### config.mk
export PLATFORM = sky130hd
export DESIGN_NAME = i2c_eeprom_byte_master
export DESIGN_NICKNAME = d
export VERILOG_FILES = /design/src/eeb_pkg.sv /design/src/eeb_cfg_regs.sv /design/src/eeb_engine.sv /design/src/i2c_eeprom_byte_master.sv
export SDC_FILE = /design/constraint.sdc
export NUM_CORES = 1
export LEC_CHECK = 0
export BUFFER_PORTS_ARGS = -buffer_cell sky130_fd_sc_hd__buf_2
export CELL_PAD_IN_SITES_DETAIL_PLACEMENT = 1
export CELL_PAD_IN_SITES_GLOBAL_PLACEMENT = 1
export CORE_ASPECT_RATIO = 0.9
export CORE_MARGIN = 1.5
export CORE_UTILIZATION = 46
export DETAILED_ROUTE_END_ITERATION = 16
export PLACE_DENSITY_LB_ADDON = 0.12
export SYNTH_ARGS = -nofsm -noshare
export SYNTH_HDL_FRONTEND = slang
export SYNTH_SLANG_ARGS = --single-unit
### constraint.sdc
create_clock -name clk -period 5 [get_ports clk]
set_input_delay 0.25 -clock clk [delete_from_list [all_inputs] [get_ports clk]]
set_output_delay 0.25 -clock clk [all_outputs]
set_load 0.03 [all_outputs]
### src/eeb_pkg.sv
// ----------------------------------------------------------------------------
// eeb_pkg: shared types and constants for the I2C EEPROM byte master
// Item structs, configuration set, bus phase codes and the per-request
// operation sequence.
// ----------------------------------------------------------------------------
package eeb_pkg;

  localparam int MEM_ADDR_W = 13;
  localparam int CFG_DATA_W = 16;
  localparam int CFG_IDX_W  = 2;

  localparam logic [1:0] REQ_TICK  = 2'd0;
  localparam logic [1:0] REQ_READ  = 2'd1;
  localparam logic [1:0] REQ_WRITE = 2'd2;
  localparam logic [1:0] REQ_PROBE = 2'd3;

  localparam logic [CFG_IDX_W-1:0] CFG_ACK_TIMEOUT = 2'd0;
  localparam logic [CFG_IDX_W-1:0] CFG_WRITE_HOLD  = 2'd1;
  localparam logic [CFG_IDX_W-1:0] CFG_READ_HOLD   = 2'd2;

  localparam logic [7:0]  ACK_TIMEOUT_RST = 8'd250;
  localparam logic [15:0] WRITE_HOLD_RST  = 16'd5000;
  localparam logic [7:0]  READ_HOLD_RST   = 8'd50;

  localparam logic [7:0] CTRL_WRITE = 8'hA0;
  localparam logic [7:0] CTRL_READ  = 8'hA1;
  localparam logic [7:0] CTRL_PROBE = 8'hA2;

  typedef struct packed {
    logic [1:0]            req_type;
    logic [MEM_ADDR_W-1:0] mem_address;
    logic [7:0]            write_byte;
    logic                  sda_sample;
  } in_item_t;

  typedef struct packed {
    logic       scl_level;
    logic       sda_pull_low;
    logic       write_protect;
    logic       busy_res;
    logic       done_res;
    logic [7:0] read_byte;
    logic       ack_error;
    logic       large_device;
  } out_item_t;

  typedef struct packed {
    logic [7:0]  ack_timeout_ticks;
    logic [15:0] write_hold_ticks;
    logic [7:0]  read_hold_ticks;
  } cfg_t;

  typedef enum logic [4:0] {
    PH_IDLE,
    PH_START0,
    PH_START1,
    PH_START2,
    PH_START3,
    PH_TXLOW,
    PH_TXHIGH,
    PH_ACKLOW,
    PH_ACKHIGH,
    PH_RXLOW,
    PH_RXHIGH,
    PH_NACKLOW,
    PH_NACKHIGH,
    PH_STOP0,
    PH_STOP1,
    PH_STOP2,
    PH_HOLD
  } phase_t;

  typedef enum logic [1:0] {
    OP_END,
    OP_START,
    OP_TX,
    OP_RX
  } op_t;

  typedef struct packed {
    op_t        op;
    logic [7:0] data;
  } op_item_t;

  function automatic op_item_t op_at(input logic [2:0] step, input logic [1:0] kind,
                                     input logic [MEM_ADDR_W-1:0] addr,
                                     input logic [7:0] data, input logic is_large);
    op_item_t   r;
    logic [2:0] s;
    logic [7:0] first;
    r.op   = OP_END;
    r.data = 8'd0;
    s      = step - {2'b00, is_large};
    first  = is_large ? CTRL_WRITE : (CTRL_WRITE | {4'b0000, addr[10:8], 1'b0});
    if (step == 3'd0) begin
      r.op = OP_START;
    end else if (kind == REQ_PROBE) begin
      if (step == 3'd1) begin
        r.op   = OP_TX;
        r.data = CTRL_PROBE;
      end
    end else if (step == 3'd1) begin
      r.op   = OP_TX;
      r.data = first;
    end else if (is_large && step == 3'd2) begin
      r.op   = OP_TX;
      r.data = {3'b000, addr[12:8]};
    end else if (s == 3'd2) begin
      r.op   = OP_TX;
      r.data = addr[7:0];
    end else if (kind == REQ_WRITE) begin
      if (s == 3'd3) begin
        r.op   = OP_TX;
        r.data = data;
      end
    end else begin
      if (s == 3'd3) begin
        r.op = OP_START;
      end else if (s == 3'd4) begin
        r.op   = OP_TX;
        r.data = CTRL_READ;
      end else if (s == 3'd5) begin
        r.op = OP_RX;
      end
    end
    return r;
  endfunction

endpackage

### src/eeb_cfg_regs.sv
// ----------------------------------------------------------------------------
// eeb_cfg_regs: configuration registers
// Timeout and hold-time registers written through the configuration channel.
// ----------------------------------------------------------------------------
module eeb_cfg_regs (
  input  logic                                clk,
  input  logic                                rst_n,
  input  logic                                cfg_valid,
  output logic                                cfg_ready,
  input  logic [eeb_pkg::CFG_IDX_W-1:0]       cfg_index,
  input  logic [eeb_pkg::CFG_DATA_W-1:0]      cfg_data,
  output eeb_pkg::cfg_t                       cfg
);

  eeb_pkg::cfg_t cfg_r;
  eeb_pkg::cfg_t cfg_nxt;

  assign cfg_ready = 1'b1;
  assign cfg       = cfg_r;

  always_comb begin
    cfg_nxt = cfg_r;
    if (cfg_valid) begin
      unique case (cfg_index)
        eeb_pkg::CFG_ACK_TIMEOUT: cfg_nxt.ack_timeout_ticks = cfg_data[7:0];
        eeb_pkg::CFG_WRITE_HOLD:  cfg_nxt.write_hold_ticks  = cfg_data;
        eeb_pkg::CFG_READ_HOLD:   cfg_nxt.read_hold_ticks   = cfg_data[7:0];
        default:                  cfg_nxt = cfg_r;
      endcase
    end
  end

  always_ff @(posedge clk) begin
    if (!rst_n) begin
      cfg_r.ack_timeout_ticks <= eeb_pkg::ACK_TIMEOUT_RST;
      cfg_r.write_hold_ticks  <= eeb_pkg::WRITE_HOLD_RST;
      cfg_r.read_hold_ticks   <= eeb_pkg::READ_HOLD_RST;
    end else begin
      cfg_r <= cfg_nxt;
    end
  end

endmodule

### src/eeb_engine.sv
// ----------------------------------------------------------------------------
// eeb_engine: bus phase engine
// Holds the transaction state and advances it by one bus phase per item,
// producing the line levels and status for that item.
// ----------------------------------------------------------------------------
module eeb_engine #(
  parameter int ADDR_BITS = 13
) (
  input  logic                clk,
  input  logic                rst_n,
  input  logic                step_en,
  input  eeb_pkg::in_item_t   item,
  input  eeb_pkg::cfg_t       cfg,
  output eeb_pkg::out_item_t  result
);

  localparam int MaskBits = (ADDR_BITS < eeb_pkg::MEM_ADDR_W) ? ADDR_BITS
                                                               : eeb_pkg::MEM_ADDR_W;
  localparam logic [eeb_pkg::MEM_ADDR_W-1:0] ADDR_MASK =
    eeb_pkg::MEM_ADDR_W'((33'd1 << MaskBits) - 33'd1);

  eeb_pkg::phase_t                 phase_r, phase_nxt, phase_cur;
  logic [3:0]                      bit_cnt_r, bit_cnt_nxt;
  logic [7:0]                      shift_r, shift_nxt;
  logic [2:0]                      step_r, step_nxt;
  logic [15:0]                     timer_r, timer_nxt, timer_inc, hold_sel;
  logic                            large_r, large_nxt;
  logic [1:0]                      kind_r, kind_nxt;
  logic [eeb_pkg::MEM_ADDR_W-1:0]  addr_r, addr_nxt;
  logic [7:0]                      data_r, data_nxt;
  logic                            err_r, err_nxt;
  logic [7:0]                      rxbyte_r, rxbyte_nxt;
  eeb_pkg::op_item_t               nop;
  logic                            do_next;
  logic                            scl, pull, done, wp;

  always_comb begin
    phase_nxt   = phase_r;
    bit_cnt_nxt = bit_cnt_r;
    shift_nxt   = shift_r;
    step_nxt    = step_r;
    timer_nxt   = timer_r;
    large_nxt   = large_r;
    kind_nxt    = kind_r;
    addr_nxt    = addr_r;
    data_nxt    = data_r;
    err_nxt     = err_r;
    rxbyte_nxt  = rxbyte_r;
    scl         = 1'b1;
    pull        = 1'b0;
    done        = 1'b0;
    wp          = 1'b1;
    do_next     = 1'b0;

    if (phase_r == eeb_pkg::PH_IDLE && item.req_type != eeb_pkg::REQ_TICK) begin
      kind_nxt    = item.req_type;
      addr_nxt    = item.mem_address & ADDR_MASK;
      data_nxt    = item.write_byte;
      err_nxt     = 1'b0;
      step_nxt    = 3'd0;
      bit_cnt_nxt = 4'd0;
      timer_nxt   = 16'd0;
      phase_nxt   = eeb_pkg::PH_START0;
    end

    phase_cur = phase_nxt;
    timer_inc = timer_nxt + 16'd1;
    hold_sel  = (kind_nxt == eeb_pkg::REQ_WRITE) ? cfg.write_hold_ticks :
                (kind_nxt == eeb_pkg::REQ_READ)  ? {8'd0, cfg.read_hold_ticks} : 16'd0;
    nop       = eeb_pkg::op_at(step_nxt + 3'd1, kind_nxt, addr_nxt, data_nxt, large_nxt);

    if (phase_cur != eeb_pkg::PH_IDLE && kind_nxt == eeb_pkg::REQ_WRITE &&
        phase_cur != eeb_pkg::PH_HOLD) begin
      wp = 1'b0;
    end

    unique case (phase_cur)
      eeb_pkg::PH_IDLE: begin
        phase_nxt = eeb_pkg::PH_IDLE;
      end
      eeb_pkg::PH_START0: begin
        scl       = 1'b0;
        phase_nxt = eeb_pkg::PH_START1;
      end
      eeb_pkg::PH_START1: begin
        phase_nxt = eeb_pkg::PH_START2;
      end
      eeb_pkg::PH_START2: begin
        pull      = 1'b1;
        phase_nxt = eeb_pkg::PH_START3;
      end
      eeb_pkg::PH_START3: begin
        scl     = 1'b0;
        pull    = 1'b1;
        do_next = 1'b1;
      end
      eeb_pkg::PH_TXLOW: begin
        scl       = 1'b0;
        pull      = ~shift_nxt[7];
        phase_nxt = eeb_pkg::PH_TXHIGH;
      end
      eeb_pkg::PH_TXHIGH: begin
        pull        = ~shift_nxt[7];
        shift_nxt   = {shift_nxt[6:0], 1'b0};
        bit_cnt_nxt = bit_cnt_nxt + 4'd1;
        if (bit_cnt_nxt >= 4'd8) begin
          timer_nxt = 16'd0;
          phase_nxt = eeb_pkg::PH_ACKLOW;
        end else begin
          phase_nxt = eeb_pkg::PH_TXLOW;
        end
      end
      eeb_pkg::PH_ACKLOW: begin
        scl       = 1'b0;
        phase_nxt = eeb_pkg::PH_ACKHIGH;
      end
      eeb_pkg::PH_ACKHIGH: begin
        if (!item.sda_sample) begin
          if (kind_nxt == eeb_pkg::REQ_PROBE) begin
            large_nxt = 1'b0;
          end
          do_next = 1'b1;
        end else begin
          timer_nxt = timer_inc;
          if (timer_inc > {8'd0, cfg.ack_timeout_ticks}) begin
            if (kind_nxt == eeb_pkg::REQ_PROBE) begin
              large_nxt = 1'b1;
            end else begin
              err_nxt = 1'b1;
            end
            phase_nxt = eeb_pkg::PH_STOP0;
          end
        end
      end
      eeb_pkg::PH_RXLOW: begin
        scl       = 1'b0;
        phase_nxt = eeb_pkg::PH_RXHIGH;
      end
      eeb_pkg::PH_RXHIGH: begin
        shift_nxt   = {shift_nxt[6:0], item.sda_sample};
        bit_cnt_nxt = bit_cnt_nxt + 4'd1;
        phase_nxt   = (bit_cnt_nxt >= 4'd8) ? eeb_pkg::PH_NACKLOW : eeb_pkg::PH_RXLOW;
      end
      eeb_pkg::PH_NACKLOW: begin
        scl       = 1'b0;
        phase_nxt = eeb_pkg::PH_NACKHIGH;
      end
      eeb_pkg::PH_NACKHIGH: begin
        rxbyte_nxt = shift_nxt;
        do_next    = 1'b1;
      end
      eeb_pkg::PH_STOP0: begin
        scl       = 1'b0;
        pull      = 1'b1;
        phase_nxt = eeb_pkg::PH_STOP1;
      end
      eeb_pkg::PH_STOP1: begin
        pull      = 1'b1;
        phase_nxt = eeb_pkg::PH_STOP2;
      end
      eeb_pkg::PH_STOP2: begin
        timer_nxt = 16'd0;
        if (kind_nxt == eeb_pkg::REQ_PROBE || hold_sel == 16'd0) begin
          done      = 1'b1;
          phase_nxt = eeb_pkg::PH_IDLE;
        end else begin
          phase_nxt = eeb_pkg::PH_HOLD;
        end
      end
      eeb_pkg::PH_HOLD: begin
        timer_nxt = timer_inc;
        if (timer_inc >= hold_sel) begin
          done      = 1'b1;
          phase_nxt = eeb_pkg::PH_IDLE;
        end
      end
      default: begin
        phase_nxt = eeb_pkg::PH_IDLE;
      end
    endcase

    if (do_next) begin
      step_nxt    = step_nxt + 3'd1;
      bit_cnt_nxt = 4'd0;
      unique case (nop.op)
        eeb_pkg::OP_START: phase_nxt = eeb_pkg::PH_START0;
        eeb_pkg::OP_TX: begin
          shift_nxt = nop.data;
          phase_nxt = eeb_pkg::PH_TXLOW;
        end
        eeb_pkg::OP_RX: begin
          shift_nxt = 8'd0;
          phase_nxt = eeb_pkg::PH_RXLOW;
        end
        default: phase_nxt = eeb_pkg::PH_STOP0;
      endcase
    end
  end

  always_comb begin
    result.scl_level     = scl;
    result.sda_pull_low  = pull;
    result.write_protect = wp;
    result.busy_res      = (phase_nxt != eeb_pkg::PH_IDLE);
    result.done_res      = done;
    result.read_byte     = rxbyte_nxt;
    result.ack_error     = err_nxt;
    result.large_device  = large_nxt;
  end

  always_ff @(posedge clk) begin
    if (!rst_n) begin
      phase_r   <= eeb_pkg::PH_IDLE;
      bit_cnt_r <= 4'd0;
      shift_r   <= 8'd0;
      step_r    <= 3'd0;
      timer_r   <= 16'd0;
      large_r   <= 1'b0;
      kind_r    <= eeb_pkg::REQ_TICK;
      addr_r    <= '0;
      data_r    <= 8'd0;
      err_r     <= 1'b0;
      rxbyte_r  <= 8'd0;
    end else if (step_en) begin
      phase_r   <= phase_nxt;
      bit_cnt_r <= bit_cnt_nxt;
      shift_r   <= shift_nxt;
      step_r    <= step_nxt;
      timer_r   <= timer_nxt;
      large_r   <= large_nxt;
      kind_r    <= kind_nxt;
      addr_r    <= addr_nxt;
      data_r    <= data_nxt;
      err_r     <= err_nxt;
      rxbyte_r  <= rxbyte_nxt;
    end
  end

  a_done_not_busy: assert property (@(posedge clk) disable iff (!rst_n)
    step_en && result.done_res |-> !result.busy_res)
    else $error("done with busy still set");

  a_wp_only_write: assert property (@(posedge clk) disable iff (!rst_n)
    step_en && !result.write_protect |-> kind_nxt == eeb_pkg::REQ_WRITE)
    else $error("write-protect lowered outside a write");

  a_bit_cnt_range: assert property (@(posedge clk) disable iff (!rst_n)
    bit_cnt_r <= 4'd8)
    else $error("bit counter out of range");

  a_idle_state_hold: assert property (@(posedge clk) disable iff (!rst_n)
    !step_en |=> $stable(phase_r) && $stable(timer_r))
    else $error("state moved without an item");

endmodule

### src/i2c_eeprom_byte_master.sv
// ----------------------------------------------------------------------------
// i2c_eeprom_byte_master: bit-level I2C master for a 24Cxx EEPROM
// Byte read, byte write and device probe, one bus phase per tick item.
// ----------------------------------------------------------------------------
// Each input item is one bus tick and yields exactly one result item carrying
// the SCL and SDA drive levels, write-protect and status for that tick. The
// block takes one item per clock unless a result waits in the output register
// untaken; an accepted item passes the input register, the phase engine and
// the output register. Requests arriving while busy_res is high are ignored.
// The user must write configuration registers (index 0 ack timeout, 1 write
// hold, 2 read hold) only while no item is in flight; nothing enforces this.
module i2c_eeprom_byte_master #(
  parameter int ADDR_BITS = 13
) (
  input  logic                              clk,
  input  logic                              rst_n,
  input  logic                              in_valid,
  output logic                              in_ready,
  input  eeb_pkg::in_item_t                 in_item,
  output logic                              out_valid,
  input  logic                              out_ready,
  output eeb_pkg::out_item_t                out_item,
  input  logic                              cfg_valid,
  output logic                              cfg_ready,
  input  logic [eeb_pkg::CFG_IDX_W-1:0]     cfg_index,
  input  logic [eeb_pkg::CFG_DATA_W-1:0]    cfg_data
);

  eeb_pkg::cfg_t      cfg;
  eeb_pkg::in_item_t  stage_item_r;
  logic               stage_valid_r, stage_valid_nxt;
  eeb_pkg::out_item_t out_item_r;
  logic               out_valid_r, out_valid_nxt;
  eeb_pkg::out_item_t result;
  logic               fire;
  logic               in_take;

  eeb_cfg_regs u_cfg (
    .clk       (clk),
    .rst_n     (rst_n),
    .cfg_valid (cfg_valid),
    .cfg_ready (cfg_ready),
    .cfg_index (cfg_index),
    .cfg_data  (cfg_data),
    .cfg       (cfg)
  );

  eeb_engine #(
    .ADDR_BITS (ADDR_BITS)
  ) u_engine (
    .clk     (clk),
    .rst_n   (rst_n),
    .step_en (fire),
    .item    (stage_item_r),
    .cfg     (cfg),
    .result  (result)
  );

  assign fire      = stage_valid_r && (!out_valid_r || out_ready);
  assign in_ready  = !stage_valid_r || fire;
  assign in_take   = in_valid && in_ready;
  assign out_valid = out_valid_r;
  assign out_item  = out_item_r;

  always_comb begin
    stage_valid_nxt = in_take ? 1'b1 : (fire ? 1'b0 : stage_valid_r);
    out_valid_nxt   = fire ? 1'b1 : (out_ready ? 1'b0 : out_valid_r);
  end

  always_ff @(posedge clk) begin
    if (!rst_n) begin
      stage_valid_r <= 1'b0;
      out_valid_r   <= 1'b0;
    end else begin
      stage_valid_r <= stage_valid_nxt;
      out_valid_r   <= out_valid_nxt;
    end
  end

  always_ff @(posedge clk) begin
    if (in_take) begin
      stage_item_r <= in_item;
    end
    if (fire) begin
      out_item_r <= result;
    end
  end

  a_stall_means_full: assert property (@(posedge clk) disable iff (!rst_n)
    !in_ready |-> stage_valid_r && out_valid_r && !out_ready)
    else $error("input stalled with room downstream");

  a_fire_sets_out: assert property (@(posedge clk) disable iff (!rst_n)
    fire |=> out_valid_r)
    else $error("processed item did not reach the output register");

  a_no_drop: assert property (@(posedge clk) disable iff (!rst_n)
    out_valid_r && !out_ready |-> !fire)
    else $error("result overwritten before it was taken");

endmodule
== After elaboration in Yosys (flattened, before gate mapping) ==
Cells that the tools add are included.

* Bits in registers: 142
* Input port bits: 47
* Bits in latches: 0
* RAM bits: 0
* Output and inout port bits: 18
* ROM bits: 0
* Memories kept: 0
* Logic and storage cells: 160

* Shift-type cells: 0
* Order comparisons: 3
* Multiplexer cells: 65
* Equal/unequal tests: 31
* Bitwise logic cells: 1
* Add/subtract/negate cells: 4
* Multiply operators: 0
* Div/mod/pow operators: 0
* Reductions and logical operators: 28

{| class="wikitable"
|+ Operators by type and width
! cell !! count
|-
| 5-bit one-hot mux with 15 select lines || 1
|-
| 10-bit two-way mux || 7
|-
| 16-bit two-way mux || 4
|-
| 16-bit one-hot mux with 4 select lines || 1
|-
| 8-bit two-way mux || 7
|-
| 5-bit by 4-bit == test with 1-bit output (second input constant) || 8
|-
| 8-bit one-hot mux with 2 select lines || 2
|-
| 5-bit two-way mux || 6
|-
| 5-bit by 3-bit == test with 1-bit output (second input constant) || 4
|-
| 1-bit two-way mux || 19
|-
| 16-bit by 1-bit adder with 16-bit output (second input constant) || 1
|-
| 16-bit greater-or-equal comparator || 1
|-
| 16-bit by 8-bit > comparator with 1-bit output || 1
|-
| 16-bit logical NOT || 1
|-
| 4-bit two-way mux || 4
|-
| 2-bit two-way mux || 7
|-
| 13-bit two-way mux || 1
|-
| 4-bit one-hot mux with 3 select lines || 1
|-
| 2-bit == test (second input constant) || 5
|-
| 5-bit by 2-bit == test with 1-bit output (second input constant) || 2
|-
| 5-bit nonzero test || 2
|-
| 3-bit by 2-bit == test with 1-bit output (second input constant) || 3
|-
| 7-bit OR reduction || 1
|-
| 2-bit by 1-bit == test with 1-bit output (second input constant) || 3
|-
| other kinds (22) || 40
|}

== Depth between registers and ports, before layout ==
* Depth after elaboration: 19
* Mapped depth: 22
* Depth with buffers taken out: 19

== By module ==
From an unflattened synthesis, not the netlist that was laid out.

* Cell total of the unflattened synthesis: 894
* Area, all modules: 7902.6 um^2

{| class="wikitable"
|+ By module, submodules not included
! module !! area each (um^2) !! times used !! cells each !! sequential area each (um^2)
|-
| eeb_engine || 5317.6 || 1 || 713 || 1381.3
|-
| eeb_cfg_regs || 1310.0 || 1 || 133 || 640.6
|-
| i2c_eeprom_byte_master || 1275.0 || 1 || 48 || 1211.2
|}

== Least setup slack after synthesis ==
No wires, ideal clock.

* Path type: reg-to-reg
* Start point: register stage_item_r[22] (netlist name)
* End point: register u_engine.shift_r[7]
* Arrival: 4.463 ns
* Library setup time: 0.117 ns
* Cell stages (with the launch flop): 21
* Setup slack: 0.420 ns
* Path through: edfxtp_1 > or2_0 > buf_2 > nand3_2 > clkbuf_1 > nand2_1 > ha_1 > inv_1 > ha_1 > xnor3_1 > or3_1 > a31o_2 > a21boi_1 > ha_1 > nor2_1 > a2111oi_2 > a21oi_1 > a21o_1 > a211oi_1 > o31ai_1 > o211a_1

* Cells in the longest elaborated chain, start to end: 18
* Elaborated cells between the ends (all ways): 45

{| class="wikitable"
|+ RTL lines
! item !! line !! source
|-
| from (decl) || i2c_eeprom_byte_master.sv:30 || <nowiki>eeb_pkg::in_item_t stage_item_r;</nowiki>
|-
| from (signal assigned) || i2c_eeprom_byte_master.sv:82 || <nowiki>stage_item_r <= in_item;</nowiki>
|-
| 2-bit nonzero test || eeb_engine.sv:55 || <nowiki>if (phase_r == eeb_pkg::PH_IDLE && item.req_type != eeb_pkg::REQ_TICK) begin</nowiki>
|-
| 1-bit logical AND || eeb_engine.sv:55 ||
|-
| 3-bit two-way mux || eeb_engine.sv:55 ||
|-
| 3-bit by 1-bit adder with 3-bit output || eeb_engine.sv:70 || <nowiki>nop = eeb_pkg::op_at(step_nxt + 3'd1, kind_nxt, addr_nxt, data_nxt, large_nxt);</nowiki>
|-
| 3-bit by 1-bit subtractor with 3-bit output || eeb_pkg.sv:93 || <nowiki>s = step - {2'b00, is_large};</nowiki>
|-
| 3-bit == test || eeb_pkg.sv:122 || <nowiki>end else if (s == 3'd5) begin</nowiki>
|-
| 2-bit two-way mux || eeb_pkg.sv:122 ||
|-
| 2-bit two-way mux || eeb_pkg.sv:119 || <nowiki>end else if (s == 3'd4) begin</nowiki>
|-
| (+2 left out) || - ||
|-
| 10-bit two-way mux || eeb_pkg.sv:108 || <nowiki>end else if (s == 3'd2) begin</nowiki>
|-
| 10-bit two-way mux || eeb_pkg.sv:105 || <nowiki>end else if (is_large && step == 3'd2) begin</nowiki>
|-
| 10-bit two-way mux || eeb_pkg.sv:102 || <nowiki>end else if (step == 3'd1) begin</nowiki>
|-
| 10-bit two-way mux || eeb_pkg.sv:97 || <nowiki>end else if (kind == REQ_PROBE) begin</nowiki>
|-
| 2-bit two-way mux || eeb_pkg.sv:95 || <nowiki>if (step == 3'd0) begin</nowiki>
|-
| 2-bit == test || eeb_engine.sv:185 || <nowiki>unique case (nop.op)</nowiki>
|-
| 8-bit one-hot mux with 2 select lines || eeb_engine.sv:185 ||
|-
| 8-bit two-way mux * || eeb_engine.sv:182 || <nowiki>if (do_next) begin</nowiki>
|-
| to (signal assigned) || eeb_engine.sv:227 || <nowiki>shift_r <= shift_nxt;</nowiki>
|-
| to (decl) || eeb_engine.sv:24 || <nowiki>logic [7:0] shift_r, shift_nxt;</nowiki>
|}

Every way passes the cells marked *; elsewhere a longest branch is shown, timed or not.
A chain may end at the register's enable or synchronous reset.

==> run_results.csv <==
group,metric,value,unit
outcome,status,"finished clean",
floorplan,rows,44,
cts,clk-insertion-delay-late,430,ps
pwr,p_leak,3.51,nW
sta,rsz0062_at_grt,"false",
sta,period_needed,4670,ps
cells_and_area,n_antenna_cell,0,
cells_and_area,nets,1030,
cts,htree_levels,4,
floorplan,pin_count,65,
synth,synth_nets,957,
pwr,p_per_area,321,nW/um2
setup_path,rrSetupSlack,330,ps
routing,ant_nets,0,
setup_path,reg2reg_depth,17,
place,hpwl,15.7,mm
worst_hold_path,min_to,"stage_item_r[0]",
sta,period_share,93.4,%
cells_and_area,utilization,55.5,%
worst_hold_path,min-delay-start,"in_item[0]",
synth,synthAdderAreaFrac,5.30,%
setup_path,end_kind,"register",
setup_path,r2r_start,"stage_item_r[23]",
global_routing,grt_max_degree,55,
routing,drtIter0Drc,358,
routing,wl_per_cell,19.1,um
place,place_congestion,0.852,
synth,synth_seq_cells,142,
setup_path,cp.arrival,4840,ps
setup_path,crit_type,"register to register",
floorplan,die_area,17700,um2
synth,syn_inst,877,
cts,cts_tree,"built",
synth,synth_xor_area_share,2.20,%
floorplan,start_util,47.6,%
cells_and_area,area_growth,16.5,%
floorplan,die_h,126,um
sta,report.final.setup_viol,0,
synth,ys_seq_area_share,41.5,%
worst_hold_path,hold_path.class,"input port to register",
cells_and_area,final_cell_mix,"nand2_1 (154), dfxtp_1 (103), buf_2 (63), nor2_1 (57)",
routing,dr.pass1.iters,5,
place,place_inst,1115,
sta,slew_violations,0,
cts,cts_buffer_depth,2,
synth,avgSynthCellArea,8.88,um2
routing,drcViolationCount,0,
setup_path,cp_max_fo,10,
cells_and_area,finalNonFillerCells,1170,
synth,synth_top_family_by_area,"simple AND/OR/NAND/NOR gates",
sta,skew,7.27,ps
cells_and_area,layout_commonest_cell,"nand2_1",
sta,fmax,214,MHz
synth,synth_ff_type,"dfxtp_1",
cts,numCtsBuffers,17,
sta,finalHoldViolCount,0,
global_routing,grt_antenna_before_repair,0,
job,cap_violations,0,
cells_and_area,drive_above_1_share,15.4,%
global_routing,grt_pass1_vias,7097,
cts,cts_root_buffer,"clkbuf_16",
synth,synthesis.area,7790,um2
place,port-buffer-count,63,
floorplan,die_w,140,um
sta,worst_slew_pin_slew,1260,ps
setup_path,required,5170,ps
floorplan,coreArea,16400,um2
routing,vias_per_cell,5.87,
synth,synth-edff-count,39,
sta,setup_tns,0,ps
setup_path,r2r-end,"out_item[10]",
setup_path,start_kind,"register",
routing,wirelength,22.4,mm
global_routing,grt_pass1_wl,36.9,mm
sta,maxSlewHeadroom,15.5,%
worst_hold_path,hold_depth,1,
synth,ys_types,80,
pwr,peakVddDrop,0.000279,V
routing,vias,6872,
global_routing,grt_usage,26.3,%
synth,synthMuxAreaShare,4.50,%
sta,fin_hold_ws,5.87,ps
global_routing,overflow,0,
synth,synthSimpleGateAreaFrac,22.5,%
synth,synth_warnings,0,
synth,synth_compound_area_share,19.4,%
cells_and_area,fillers,1878,
synth,synthArstFlopShare,0,%
cts,path_clk_slew,60,ps
cts,cts_sinks,142,
## state kept, by name, summed over array words and instances, names as in the netlist
name                count
u_cfg.cfg              32
stage_item_r           24
u_engine.timer_r       16
out_item               15
u_engine.addr_r        13
u_engine.data_r         8
u_engine.rxbyte_r       8
u_engine.shift_r        8
u_engine.phase_r        5
u_engine.bit_cnt_r      4
u_engine.step_r         3
u_engine.kind_r         2
out_valid               1
stage_valid_r           1
u_engine.err_r          1
u_engine.large_r        1
## cells by family (layout without fill, tap and decap cells)
kind of cell	Yosys count	count (layout)
adders and majority gates	33	33
xor gates and xnor gates	18	18
AOI/OAI and AO/OA	212	212
buffers and inverters	80	166
other	1	1
muxes	34	34
DFF	142	142
and+or+nand+nor	357	357
## how the worst max path moves through the flow
stage / from / end / slack [ps] / cells past startpoint
6_report: stage_item_r[23] / out_item[10] / 330 / 17
5_1_grt: stage_item_r[23] / u_engine.shift_r[7] / 40 / 18
3_3_place_gp: stage_item_r[22] / out_item[10] / 480 / 17
3_5_place_dp: u_engine.phase_r[2] / u_engine.shift_r[7] / 80 / 18
4_1_cts: u_engine.phase_r[2] / u_engine.shift_r[7] / 140 / 18
2_1_floorplan: stage_item_r[22] / u_engine.shift_r[7] / 420 / 20
## cell type report
cell class / instances / area (um2) / share of cell area, %
multi-input cells: 655 / 4220 / 46.5
clock inverters: 15 / 138 / 1.52
well taps: 207 / 259 / 2.85
repair buffers: 107 / 698 / 7.69
clock buffers: 17 / 425 / 4.69
inverters: 27 / 101 / 1.12
flip-flops and latches: 142 / 3230 / 35.6
## report_power, final
group	switching (mW)	internal (mW)
Clock	0.524	0.691
Combinational	0.268	0.162
Sequential	0.0328	1.23
## worst max-delay path, cell delays in order, from the launching register on
cell,delay [ps]
edfxtp_1,470
or2_0,280
nand3_2,220
buf_4,230
and2_1,220
ha_1,250
nand2_1,160
o31a_1,280
o21ai_0,260
inv_1,110
ha_1,230
a2111o_1,360
a2111oi_0,380
buf_4,190
o311ai_0,220
a31o_2,320
a21oi_1,160
o31ai_1,80
## stage by stage
step	power [mW]	instance area [um2]	setup WS, ps
floorplan	1.57	7790	420
global placement	1.68	8270	483
detailed placement	1.70	8270	78.8
CTS	2.92	9050	136
global route	3.03	9070	41.9
finish	2.91	9070	328
## metal layers
layer / vias to the layer above / global-route usage, % / routed length [um]
met5: - / 0 / 0
met4: 0 / 6.13 / 240
met3: 24 / 4.53 / 807
met2: 124 / 43.2 / 10500
met1: 3426 / 36.2 / 10900
li1: 3298 / - / -
## timing repair
item,4_1_cts,5_1_grt
setup buffers,0,2
endpoints found under the hold margin,20,1
setup endpoints to repair,1,8
gates resized for setup,1,0
hold buffers,20,1
pin swaps,0,2
## synth_stat cells (22+ instances only)
cell	count	area, um2
a21boi_0	39	293
clkbuf_1	30	113
nor2_1	57	214
dfxtp_1	103	2060
a22oi_1	22	165
mux2i_1	26	260
inv_1	27	101
nor2b_1	31	194
edfxtp_1	39	1170
a21oi_1	38	190
nand3_1	26	130
nand2_1	154	578
ha_1	33	413
Note: power is estimated with default switching activity, not from simulation.
